`config.mk`:
```
export PLATFORM = sky130hd
export DESIGN_NAME = velocity_pid_controller
export DESIGN_NICKNAME = d
export VERILOG_FILES = /design/src/rtl/vpc_pkg.sv /design/src/rtl/vpc_mul.sv /design/src/rtl/vpc_div.sv /design/src/rtl/velocity_pid_controller.sv
export SDC_FILE = /design/constraint.sdc
export NUM_CORES = 2
export LEC_CHECK = 0
export ABC_AREA = 1
export BUFFER_PORTS_ARGS = -buffer_cell sky130_fd_sc_hd__clkbuf_2
export CAP_MARGIN = 20
export CELL_PAD_IN_SITES_DETAIL_PLACEMENT = 0
export CELL_PAD_IN_SITES_GLOBAL_PLACEMENT = 1
export CORE_UTILIZATION = 35
export CTS_CLUSTER_DIAMETER = 50
export CTS_CLUSTER_SIZE = 12
export DETAILED_ROUTE_END_ITERATION = 8
export GPL_ROUTABILITY_DRIVEN = 0
export PLACE_DENSITY = 0.69
export SYNTH_ARGS = -nofsm -noshare
export SYNTH_HDL_FRONTEND = slang
export SYNTH_HIERARCHICAL = 1
export SYNTH_SLANG_ARGS = --single-unit
```
`constraint.sdc`:
```
create_clock -name aclk -period 13.5 [get_ports aclk]
set_clock_uncertainty 0.2 [all_clocks]
set_input_delay 2.025 -clock aclk [delete_from_list [all_inputs] [get_ports aclk]]
set_output_delay 2.025 -clock aclk [all_outputs]
set_load 0.01 [all_outputs]
```
`src/rtl/vpc_pkg.sv`:
```
package vpc_pkg;

    // timer rate in ticks per second
    localparam int unsigned TICK_HZ = 1000000;

    // serial multiplier: multiplicand, multiplier and product widths
    localparam int unsigned MUL_A_W = 64;
    localparam int unsigned MUL_B_W = 32;
    localparam int unsigned MUL_P_W = MUL_A_W + MUL_B_W;
    localparam int unsigned MUL_CNT_W = $clog2(MUL_B_W);

    // serial divider: dividend and divisor widths
    localparam int unsigned DIV_N_W = 68;
    localparam int unsigned DIV_D_W = 32;
    localparam int unsigned DIV_CNT_W = $clog2(DIV_N_W);

    localparam logic [MUL_B_W-1:0] TICK_HZ_C = MUL_B_W'(TICK_HZ);
    localparam logic [DIV_D_W-1:0] TRAP_DIV_C = DIV_D_W'(2 * TICK_HZ);

    typedef enum logic [2:0] {
        REG_TARGET   = 3'd0,
        REG_GAIN_P   = 3'd1,
        REG_GAIN_I   = 3'd2,
        REG_GAIN_D   = 3'd3,
        REG_FEED_FWD = 3'd4,
        REG_DIST_PP  = 3'd5,
        REG_PERIOD   = 3'd6
    } reg_idx_t;

    typedef enum logic [3:0] {
        S_IDLE,
        S_VMUL1,
        S_VMUL2,
        S_VDIV,
        S_ERR,
        S_IMUL,
        S_IDIV,
        S_IACC,
        S_DMUL,
        S_DDIV,
        S_GP,
        S_GI,
        S_GD,
        S_OUT
    } state_t;

    typedef struct packed {
        logic               start;
        logic [MUL_A_W-1:0] a;
        logic [MUL_B_W-1:0] b;
    } mul_req_t;

    typedef struct packed {
        logic               done;
        logic [MUL_P_W-1:0] prod;
    } mul_rsp_t;

    typedef struct packed {
        logic               start;
        logic [DIV_N_W-1:0] num;
        logic [DIV_D_W-1:0] den;
    } div_req_t;

    typedef struct packed {
        logic               done;
        logic [DIV_N_W-1:0] quo;
    } div_rsp_t;

    function automatic logic [31:0] sat32(input logic signed [63:0] x);
        logic [31:0] r;
        if (x > 64'sd2147483647) begin
            r = 32'h7fff_ffff;
        end else if (x < -64'sd2147483648) begin
            r = 32'h8000_0000;
        end else begin
            r = x[31:0];
        end
        return r;
    endfunction

endpackage

```
`src/rtl/vpc_mul.sv`:
```
module vpc_mul (
    input  logic               aclk,
    input  logic               aresetn,
    input  vpc_pkg::mul_req_t  req,
    output vpc_pkg::mul_rsp_t  rsp
);

    logic [vpc_pkg::MUL_A_W-1:0]   a_reg;
    logic [vpc_pkg::MUL_P_W-1:0]   acc_reg;
    logic [vpc_pkg::MUL_CNT_W-1:0] cnt_reg;
    logic                          busy_reg;
    logic                          done_reg;
    logic [vpc_pkg::MUL_A_W:0]     sum;

    // one multiplier bit per cycle, product shifts right
    assign sum = {1'b0, acc_reg[vpc_pkg::MUL_P_W-1:vpc_pkg::MUL_B_W]}
               + (acc_reg[0] ? {1'b0, a_reg} : '0);

    always_ff @(posedge aclk) begin
        if (!aresetn) begin
            busy_reg <= 1'b0;
            done_reg <= 1'b0;
            cnt_reg  <= '0;
        end else begin
            done_reg <= 1'b0;
            if (req.start) begin
                busy_reg <= 1'b1;
                cnt_reg  <= '0;
            end else if (busy_reg) begin
                cnt_reg <= cnt_reg + 1'b1;
                if (cnt_reg == vpc_pkg::MUL_CNT_W'(vpc_pkg::MUL_B_W - 1)) begin
                    busy_reg <= 1'b0;
                    done_reg <= 1'b1;
                end
            end
        end
    end

    always_ff @(posedge aclk) begin
        if (req.start) begin
            a_reg   <= req.a;
            acc_reg <= {{vpc_pkg::MUL_A_W{1'b0}}, req.b};
        end else if (busy_reg) begin
            acc_reg <= {sum, acc_reg[vpc_pkg::MUL_B_W-1:1]};
        end
    end

    assign rsp.done = done_reg;
    assign rsp.prod = acc_reg;

endmodule

```
`src/rtl/vpc_div.sv`:
```
module vpc_div (
    input  logic               aclk,
    input  logic               aresetn,
    input  vpc_pkg::div_req_t  req,
    output vpc_pkg::div_rsp_t  rsp
);

    logic [vpc_pkg::DIV_N_W-1:0]   num_reg;
    logic [vpc_pkg::DIV_D_W-1:0]   rem_reg;
    logic [vpc_pkg::DIV_D_W-1:0]   den_reg;
    logic [vpc_pkg::DIV_CNT_W-1:0] cnt_reg;
    logic                          busy_reg;
    logic                          done_reg;
    logic [vpc_pkg::DIV_D_W:0]     trial;
    logic [vpc_pkg::DIV_D_W:0]     diff;
    logic                          ge;

    // restoring division, quotient bits shift in behind the dividend
    assign trial = {rem_reg, num_reg[vpc_pkg::DIV_N_W-1]};
    assign diff  = trial - {1'b0, den_reg};
    assign ge    = (trial >= {1'b0, den_reg});

    always_ff @(posedge aclk) begin
        if (!aresetn) begin
            busy_reg <= 1'b0;
            done_reg <= 1'b0;
            cnt_reg  <= '0;
        end else begin
            done_reg <= 1'b0;
            if (req.start) begin
                busy_reg <= 1'b1;
                cnt_reg  <= '0;
            end else if (busy_reg) begin
                cnt_reg <= cnt_reg + 1'b1;
                if (cnt_reg == vpc_pkg::DIV_CNT_W'(vpc_pkg::DIV_N_W - 1)) begin
                    busy_reg <= 1'b0;
                    done_reg <= 1'b1;
                end
            end
        end
    end

    always_ff @(posedge aclk) begin
        if (req.start) begin
            num_reg <= req.num;
            den_reg <= req.den;
            rem_reg <= '0;
        end else if (busy_reg) begin
            num_reg <= {num_reg[vpc_pkg::DIV_N_W-2:0], ge};
            rem_reg <= ge ? diff[vpc_pkg::DIV_D_W-1:0] : trial[vpc_pkg::DIV_D_W-1:0];
        end
    end

    assign rsp.done = done_reg;
    assign rsp.quo  = num_reg;

endmodule

```
`src/rtl/velocity_pid_controller.sv`:
```
// velocity pid controller: each input word carries a timer sample and an encoder
// position. the first word after reset only primes the stored time, count and
// previous error (loaded with the target). a later word whose elapsed ticks
// (mod 2^32) exceed update_period runs one control update: velocity from delta
// counts, error, trapezoidal integral (48-bit, saturated), derivative, and the
// gain products plus feed-forward, giving one result word with the update time,
// the saturated drive, its saturated negation and the measured velocity, the
// last three signed q16.16. words that prime or fall inside the period give
// nothing. an update makes seven passes through a 32-step bit-serial multiplier
// and three through a 68-step restoring divider, shared by all the multiply and
// divide steps of the calculation, plus the accept, error, integral clamp and
// output steps. the output step waits while an earlier result still sits unread
// in the output register. the input is held off during an update; a finished
// result waits in the output register and the next word is taken while it waits.
module velocity_pid_controller (
    input  logic         aclk,
    input  logic         aresetn,
    // input stream
    input  logic         s_tvalid,
    output logic         s_tready,
    input  logic [63:0]  s_tdata,   // sample_time[31:0], encoder_count[63:32]
    // result stream
    output logic         m_tvalid,
    input  logic         m_tready,
    output logic [127:0] m_tdata,   // update_time[31:0], drive_level[63:32],
                                    // drive_mirrored[95:64], measured_velocity[127:96]
    // register writes
    input  logic         cfg_wr_en,
    input  logic [2:0]   cfg_index,
    input  logic [31:0]  cfg_wdata
);

    // configuration registers
    logic [31:0] target_reg, gain_p_reg, gain_i_reg, gain_d_reg, ff_reg;
    logic [31:0] dpp_reg, period_reg;

    // controller state
    logic        primed_reg, primed_next;
    logic [31:0] last_time_reg, last_time_next;
    logic [31:0] prev_cnt_reg, prev_cnt_next;
    logic [31:0] prev_err_reg, prev_err_next;
    logic [47:0] integ_reg, integ_next;

    // update working registers
    vpc_pkg::state_t state_reg, state_next;
    logic        go_reg, go_next;
    logic [31:0] now_reg, now_next;
    logic [31:0] cnt_reg, cnt_next;
    logic [31:0] dt_reg, dt_next;
    logic [32:0] dmag_reg, dmag_next;    // |encoder delta|
    logic        dneg_reg, dneg_next;
    logic [31:0] vel_reg, vel_next;
    logic [31:0] err_reg, err_next;
    logic [63:0] sum_reg, sum_next;

    // output register
    logic         m_tvalid_reg, m_tvalid_next;
    logic [127:0] m_tdata_reg, m_tdata_next;
    logic         out_load;

    vpc_pkg::mul_req_t mul_req;
    vpc_pkg::mul_rsp_t mul_rsp;
    vpc_pkg::div_req_t div_req;
    vpc_pkg::div_rsp_t div_rsp;
    logic              mul_start;
    logic              div_start;

    // combinational helpers
    logic        s_acc;
    logic [31:0] in_time, in_cnt, dt_c;
    logic [32:0] delta_c;
    logic [32:0] s33, s_mag, diff33, diff_mag;
    logic        s_neg, diff_neg;
    logic [47:0] integ_mag;
    logic [31:0] gain_sel, gain_mag;
    logic        x_neg, term_neg;
    logic [60:0] term_mag;
    logic [63:0] term;
    logic [67:0] vcap, vq;
    logic [31:0] vq32;
    logic [32:0] e33;
    logic [48:0] integ49;
    logic [43:0] inc_mag;
    logic [63:0] neg_sum;

    assign s_acc   = s_tvalid && s_tready;
    assign in_time = s_tdata[31:0];
    assign in_cnt  = s_tdata[63:32];
    assign dt_c    = in_time - last_time_reg;
    assign delta_c = {in_cnt[31], in_cnt} - {prev_cnt_reg[31], prev_cnt_reg};

    // trapezoid sum and difference of errors
    assign s33      = {prev_err_reg[31], prev_err_reg} + {err_reg[31], err_reg};
    assign s_neg    = s33[32];
    assign s_mag    = s_neg ? (~s33 + 1'b1) : s33;
    assign diff33   = {err_reg[31], err_reg} - {prev_err_reg[31], prev_err_reg};
    assign diff_neg = diff33[32];
    assign diff_mag = diff_neg ? (~diff33 + 1'b1) : diff33;
    assign integ_mag = integ_reg[47] ? (~integ_reg + 1'b1) : integ_reg;

    // gain product: |a|*|b| >> 16, capped at 2^60, sign applied
    always_comb begin
        case (state_reg)
            vpc_pkg::S_GP: begin
                gain_sel = gain_p_reg;
                x_neg    = err_reg[31];
            end
            vpc_pkg::S_GI: begin
                gain_sel = gain_i_reg;
                x_neg    = integ_reg[47];
            end
            default: begin
                gain_sel = gain_d_reg;
                x_neg    = diff_neg;
            end
        endcase
    end
    assign gain_mag = gain_sel[31] ? (~gain_sel + 1'b1) : gain_sel;
    assign term_neg = gain_sel[31] ^ x_neg;
    assign term_mag = (|mul_rsp.prod[95:76]) ? (61'd1 << 60) : {1'b0, mul_rsp.prod[75:16]};
    assign term     = term_neg ? (~{3'b0, term_mag} + 1'b1) : {3'b0, term_mag};

    // velocity quotient capped by direction
    assign vcap = dneg_reg ? 68'h8000_0000 : 68'h7fff_ffff;
    assign vq   = (div_rsp.quo > vcap) ? vcap : div_rsp.quo;
    assign vq32 = vq[31:0];

    assign e33     = {target_reg[31], target_reg} - {vel_reg[31], vel_reg};
    assign inc_mag = div_rsp.quo[43:0];
    assign integ49 = s_neg ? ({integ_reg[47], integ_reg} - {5'b0, inc_mag})
                           : ({integ_reg[47], integ_reg} + {5'b0, inc_mag});
    assign neg_sum = ~sum_reg + 1'b1;

    // shared arithmetic units
    vpc_mul u_mul (
        .aclk    (aclk),
        .aresetn (aresetn),
        .req     (mul_req),
        .rsp     (mul_rsp)
    );

    vpc_div u_div (
        .aclk    (aclk),
        .aresetn (aresetn),
        .req     (div_req),
        .rsp     (div_rsp)
    );

    // operand selection per step
    always_comb begin
        mul_req.start = mul_start;
        div_req.start = div_start;
        mul_req.a = '0;
        mul_req.b = '0;
        div_req.num = '0;
        div_req.den = dt_reg;
        case (state_reg)
            vpc_pkg::S_VMUL1: begin
                mul_req.a = {31'b0, dmag_reg};
                mul_req.b = dpp_reg;
            end
            vpc_pkg::S_VMUL2: begin
                mul_req.a = mul_rsp.prod[63:0];
                mul_req.b = vpc_pkg::TICK_HZ_C;
            end
            vpc_pkg::S_VDIV: begin
                div_req.num = mul_rsp.prod[83:16];
            end
            vpc_pkg::S_IMUL: begin
                mul_req.a = {31'b0, s_mag};
                mul_req.b = dt_reg;
            end
            vpc_pkg::S_IDIV: begin
                div_req.num = {4'b0, mul_rsp.prod[63:0]};
                div_req.den = vpc_pkg::TRAP_DIV_C;
            end
            vpc_pkg::S_DMUL: begin
                mul_req.a = {31'b0, diff_mag};
                mul_req.b = vpc_pkg::TICK_HZ_C;
            end
            vpc_pkg::S_DDIV: begin
                div_req.num = {16'b0, mul_rsp.prod[51:0]};
            end
            vpc_pkg::S_GP: begin
                mul_req.a = {32'b0, err_reg[31] ? (~err_reg + 1'b1) : err_reg};
                mul_req.b = gain_mag;
            end
            vpc_pkg::S_GI: begin
                mul_req.a = {16'b0, integ_mag};
                mul_req.b = gain_mag;
            end
            vpc_pkg::S_GD: begin
                mul_req.a = {12'b0, div_rsp.quo[51:0]};
                mul_req.b = gain_mag;
            end
            default: begin
                mul_req.a = '0;
            end
        endcase
    end

    // sequencer
    always_comb begin
        state_next     = state_reg;
        go_next        = go_reg;
        primed_next    = primed_reg;
        last_time_next = last_time_reg;
        prev_cnt_next  = prev_cnt_reg;
        prev_err_next  = prev_err_reg;
        integ_next     = integ_reg;
        now_next       = now_reg;
        cnt_next       = cnt_reg;
        dt_next        = dt_reg;
        dmag_next      = dmag_reg;
        dneg_next      = dneg_reg;
        vel_next       = vel_reg;
        err_next       = err_reg;
        sum_next       = sum_reg;
        mul_start      = 1'b0;
        div_start      = 1'b0;
        out_load       = 1'b0;
        s_tready       = (state_reg == vpc_pkg::S_IDLE);

        case (state_reg)
            vpc_pkg::S_IDLE: begin
                if (s_acc) begin
                    if (!primed_reg) begin
                        primed_next    = 1'b1;
                        last_time_next = in_time;
                        prev_cnt_next  = in_cnt;
                        prev_err_next  = target_reg;
                    end else if (dt_c > period_reg) begin
                        now_next   = in_time;
                        cnt_next   = in_cnt;
                        dt_next    = dt_c;
                        dneg_next  = delta_c[32];
                        dmag_next  = delta_c[32] ? (~delta_c + 1'b1) : delta_c;
                        state_next = vpc_pkg::S_VMUL1;
                    end
                end
            end
            vpc_pkg::S_VMUL1, vpc_pkg::S_VMUL2, vpc_pkg::S_IMUL, vpc_pkg::S_DMUL,
            vpc_pkg::S_GP, vpc_pkg::S_GI, vpc_pkg::S_GD: begin
                if (!go_reg) begin
                    mul_start = 1'b1;
                    go_next   = 1'b1;
                end else if (mul_rsp.done) begin
                    go_next = 1'b0;
                    case (state_reg)
                        vpc_pkg::S_VMUL1: state_next = vpc_pkg::S_VMUL2;
                        vpc_pkg::S_VMUL2: state_next = vpc_pkg::S_VDIV;
                        vpc_pkg::S_IMUL:  state_next = vpc_pkg::S_IDIV;
                        vpc_pkg::S_DMUL:  state_next = vpc_pkg::S_DDIV;
                        vpc_pkg::S_GP: begin
                            sum_next   = sum_reg + term;
                            state_next = vpc_pkg::S_GI;
                        end
                        vpc_pkg::S_GI: begin
                            sum_next   = sum_reg + term;
                            state_next = vpc_pkg::S_GD;
                        end
                        default: begin
                            sum_next   = sum_reg + term;
                            state_next = vpc_pkg::S_OUT;
                        end
                    endcase
                end
            end
            vpc_pkg::S_VDIV, vpc_pkg::S_IDIV, vpc_pkg::S_DDIV: begin
                if (!go_reg) begin
                    div_start = 1'b1;
                    go_next   = 1'b1;
                end else if (div_rsp.done) begin
                    go_next = 1'b0;
                    case (state_reg)
                        vpc_pkg::S_VDIV: begin
                            vel_next   = dneg_reg ? (~vq32 + 1'b1) : vq32;
                            state_next = vpc_pkg::S_ERR;
                        end
                        vpc_pkg::S_IDIV: state_next = vpc_pkg::S_IACC;
                        default:         state_next = vpc_pkg::S_GP;
                    endcase
                end
            end
            vpc_pkg::S_ERR: begin
                err_next   = vpc_pkg::sat32({{31{e33[32]}}, e33});
                sum_next   = {{32{ff_reg[31]}}, ff_reg};
                state_next = vpc_pkg::S_IMUL;
            end
            vpc_pkg::S_IACC: begin
                // clamp to the 48-bit range
                if (!integ49[48] && integ49[47]) begin
                    integ_next = 48'h7fff_ffff_ffff;
                end else if (integ49[48] && !integ49[47]) begin
                    integ_next = 48'h8000_0000_0000;
                end else begin
                    integ_next = integ49[47:0];
                end
                state_next = vpc_pkg::S_DMUL;
            end
            vpc_pkg::S_OUT: begin
                if (!m_tvalid_reg || m_tready) begin
                    out_load       = 1'b1;
                    last_time_next = now_reg;
                    prev_cnt_next  = cnt_reg;
                    prev_err_next  = err_reg;
                    state_next     = vpc_pkg::S_IDLE;
                end
            end
            default: begin
                state_next = vpc_pkg::S_IDLE;
                go_next    = 1'b0;
            end
        endcase
    end

    // result word
    always_comb begin
        m_tvalid_next = m_tvalid_reg;
        m_tdata_next  = m_tdata_reg;
        if (m_tvalid_reg && m_tready) begin
            m_tvalid_next = 1'b0;
        end
        if (out_load) begin
            m_tvalid_next = 1'b1;
            m_tdata_next  = {vel_reg, vpc_pkg::sat32(neg_sum),
                             vpc_pkg::sat32(sum_reg), now_reg};
        end
    end

    always_ff @(posedge aclk) begin
        if (!aresetn) begin
            target_reg <= '0;
            gain_p_reg <= '0;
            gain_i_reg <= '0;
            gain_d_reg <= '0;
            ff_reg     <= '0;
            dpp_reg    <= 32'd596193;
            period_reg <= 32'd50000;
        end else if (cfg_wr_en) begin
            case (cfg_index)
                vpc_pkg::REG_TARGET:   target_reg <= cfg_wdata;
                vpc_pkg::REG_GAIN_P:   gain_p_reg <= cfg_wdata;
                vpc_pkg::REG_GAIN_I:   gain_i_reg <= cfg_wdata;
                vpc_pkg::REG_GAIN_D:   gain_d_reg <= cfg_wdata;
                vpc_pkg::REG_FEED_FWD: ff_reg     <= cfg_wdata;
                vpc_pkg::REG_DIST_PP:  dpp_reg    <= cfg_wdata;
                vpc_pkg::REG_PERIOD:   period_reg <= cfg_wdata;
                default: ;
            endcase
        end
    end

    always_ff @(posedge aclk) begin
        if (!aresetn) begin
            state_reg     <= vpc_pkg::S_IDLE;
            go_reg        <= 1'b0;
            primed_reg    <= 1'b0;
            last_time_reg <= '0;
            prev_cnt_reg  <= '0;
            prev_err_reg  <= '0;
            integ_reg     <= '0;
            m_tvalid_reg  <= 1'b0;
        end else begin
            state_reg     <= state_next;
            go_reg        <= go_next;
            primed_reg    <= primed_next;
            last_time_reg <= last_time_next;
            prev_cnt_reg  <= prev_cnt_next;
            prev_err_reg  <= prev_err_next;
            integ_reg     <= integ_next;
            m_tvalid_reg  <= m_tvalid_next;
        end
    end

    always_ff @(posedge aclk) begin
        now_reg     <= now_next;
        cnt_reg     <= cnt_next;
        dt_reg      <= dt_next;
        dmag_reg    <= dmag_next;
        dneg_reg    <= dneg_next;
        vel_reg     <= vel_next;
        err_reg     <= err_next;
        sum_reg     <= sum_next;
        m_tdata_reg <= m_tdata_next;
    end

    assign m_tvalid = m_tvalid_reg;
    assign m_tdata  = m_tdata_reg;

`ifndef SYNTHESIS
    // the two serial units never start together
    a_one_unit: assert property (@(posedge aclk) disable iff (!aresetn)
        !(mul_req.start && div_req.start))
        else $error("multiplier and divider started together");

    // a unit finishes only while the sequencer waits on it
    a_done_waited: assert property (@(posedge aclk) disable iff (!aresetn)
        (mul_rsp.done || div_rsp.done) |-> go_reg)
        else $error("unit done without a pending step");

    // a new result never overwrites one still waiting
    a_no_overwrite: assert property (@(posedge aclk) disable iff (!aresetn)
        out_load |-> (!m_tvalid_reg || m_tready))
        else $error("result word overwritten");

    // input held off during an update
    a_hold_off: assert property (@(posedge aclk) disable iff (!aresetn)
        (state_reg != vpc_pkg::S_IDLE) |-> !s_tready)
        else $error("input taken during an update");
`endif

endmodule
```
==> reports/metrics.yaml <==
mostFrequentLayoutCell: "nand2_1"
post-route-period-util_pct: 56.0
syn_nets: 12900
yosysUniqueCellTypes: 80
power_uw: 19800
worstSetupPathType: "in2reg"
cts_buffers: 163
crit_path_end_kind: "flip-flop"
async_flop_share_pct: 0
route.detailed.drc: 0
hold_viol: 0
arrival_ns: 7.84
num_vias: 83500
mostFrequentLayoutCells: "3,389 x nand2_1, 1,726 x inv_1, 1,497 x nor2_1, 856 x o21ai_0, 732 x a21oi_1"
setup_tns_ns: 0
rsz0062_at_grt: "false"
synth_area_leaders: "edfxtp_1 21%, nand2_1 15%, dfxtp_1 12%"
reg2reg_depth: 28
tightestPinTransition_ns: 1.25
wire_per_inst_microns: 21.4
critPathMaxFanout: 96
slew_violations: 0
drive_gt1_share_pct: 6.47
rr_startpoint: "err_reg[31]"
grt_use_total_pct: 27.6
grt_max_degree: 153
required_ns: 13.78
start_kind: "input port"
syn_area_sq_um: 82300
yosysSeqAreaShare_pct: 33.1
post_cts_buffers: 0
fin_util_pct: 39.5
period_needed_ns: 7.56
io_pins: 234
rr_endpoint: "integ_reg[35]"
holdBufCountCts: 0
max_freq_mhz: 132
hpwl_microns: 264000
cts-htree-levels: 4
synth-seq-cells: 1069
r2r_slack_ns: 6.22
wl_microns: 337000
drtAntennaViolNets: 0
path_clk_slew_ns: 0.06
synth.avg_cell_area_sq_um: 6.67
io_buffers: 233
nets: 13000
hp-class: "reg2reg"
p_leak_uw: 0.0429
rows: 177
die_x_microns: 487
clock_sinks: 1069
vdd_drop_max_uv: 140
die_h_microns: 487
yosys.area.top_type: "edfxtp_1"
cts_resized: 0
startpoint: "s_tdata[0]"
syn-instance-count: 12300
overflow: 0
antenna_found_initial: 19
synth_top_area_share_pct: 21.2
yosys_warnings: 6
pwr_density_cell_nw_per_um2: 215
drt-pass1-iter-count: 6
cap_violations: 0
coreArea_sq_um: 233000
grt_pass1_wl_microns: 496000
worst_skew_pair.late_latency_ns: 0.85
cts-root-buf: "clkbuf_16"
die_area_sq_um: 237000
ys.flop_type: "edfxtp_1"
clk_path_buf_depth: 3
critPathCapture: "cnt_reg[3]"
synthToLayoutAreaGrowth_pct: 11.9
maxSlewHeadroom_pct: 16.6
largest_register_ffs: 128
drt_iter0_drc: 8252
avgViaCountPerCell: 5.31
grt_pass1_vias: 78100
setup_viol: 0
outcome: "finished clean"
synth-edff-count: 582
start_util_pct: 35.3
cts_tree: "yes"
layout make-up:
class / instances / area (sq um)
Fill cell: 25000 / 141000
Timing Repair Buffer: 309 / 1860
Multi-Input combinational cell: 9148 / 46900
Tap cell: 3132 / 3920
Antenna cell: 9 / 22.5
Sequential cell: 1069 / 27200
Clock inverter: 97 / 1140
Clock buffer: 205 / 4370
Inverter: 1754 / 6590
logic make-up after synthesis:
logic type	count (synthesis)	share of synthesized area [%]
buffers and inverters	2123	10.0
AND/OR/NAND/NOR	6143	31.0
multiplexers	2	0.0274
adder cells (fa/ha/maj)	457	7.03
XOR/XNOR	389	4.15
AO/OA/AOI/OAI	2157	14.7
flip-flops	1069	33.1
per-stage QoR:
| step | hold slack (ns) | cells | setup slack [ns] | cell area [sq um] |
|---|---|---|---|---|
| 2_1_floorplan | 0.220 | 12300 | 2.23 | 82300 |
| 3_3_place_gp | 0.233 | 15400 | 5.09 | 86400 |
| 3_5_place_dp | 0.236 | 15400 | 5.06 | 86400 |
| 4_1_cts | 0.249 | 15700 | 5.96 | 91900 |
| 5_1_grt | 0.263 | 15700 | 5.42 | 92100 |
| 6_report | 0.251 | 15700 | 5.94 | 92100 |
per-layer routing:
| metal | global-route usage, % | wire, microns |
|---|---|---|
| met1 | 37.4 | 148000 |
| met2 | 42.9 | 146000 |
| met3 | 4.63 | 25900 |
| met4 | 12.4 | 16200 |
| met5 | 0 | 50 |
synth_stat cells (53+ instances only):
cell type	instances
nand2_1	3390
inv_1	1727
nor2_1	1512
o21ai_0	858
a21oi_1	733
nand3_1	633
edfxtp_1	582
dfxtp_1	487
ha_1	448
xor2_1	250
clkbuf_1	245
nor3_1	166
a31oi_1	140
nand4_1	138
xnor2_1	138
o22ai_1	79
buf_2	64
o211ai_1	57
nand3b_1	53
worst max-delay path, stage by stage:
cell and delay, ns:
clkbuf_2 0.10, inv_1 0.06, ha_1 0.19, inv_1 0.07, fa_1 0.43, a21oi_1 0.25
o21ai_0 0.17, a21boi_0 0.61, o21bai_1 0.23, a21oi_1 0.30, o21ai_0 0.18, nand2_1 0.09
nand2_1 0.06, nor2_1 0.09, nor2_1 0.07, ha_1 0.30, nand4_1 0.11, nor4_1 0.60
nand2_1 0.11, nand2_1 0.08, nand3_1 0.21, nor2_4 0.88, buf_12 0.51
report_power, final:
| group | internal [uW] | leakage [uW] | total, uW | switching [uW] |
|---|---|---|---|---|
| Combinational | 3000 | 0.0309 | 10400 | 7360 |
| Clock | 2480 | 0.00267 | 4290 | 1810 |
| Sequential | 4390 | 0.00931 | 5120 | 735 |
| Total | 9860 | 0.0429 | 19800 | 9900 |
worst min path at each step:
stage,cells past startpoint,slack (ns),startpoint,endpoint
floorplan,1,0.22,u_mul/cnt_reg[2],u_mul/cnt_reg[2]
global placement,1,0.23,u_mul/cnt_reg[2],u_mul/cnt_reg[2]
detailed placement,0,0.24,now_reg[27],m_tdata[27]
CTS,0,0.25,now_reg[8],m_tdata[8]
global route,0,0.26,now_reg[24],m_tdata[24]
finish,0,0.25,now_reg[8],m_tdata[8]
Power figures use the tool's default switching activity.
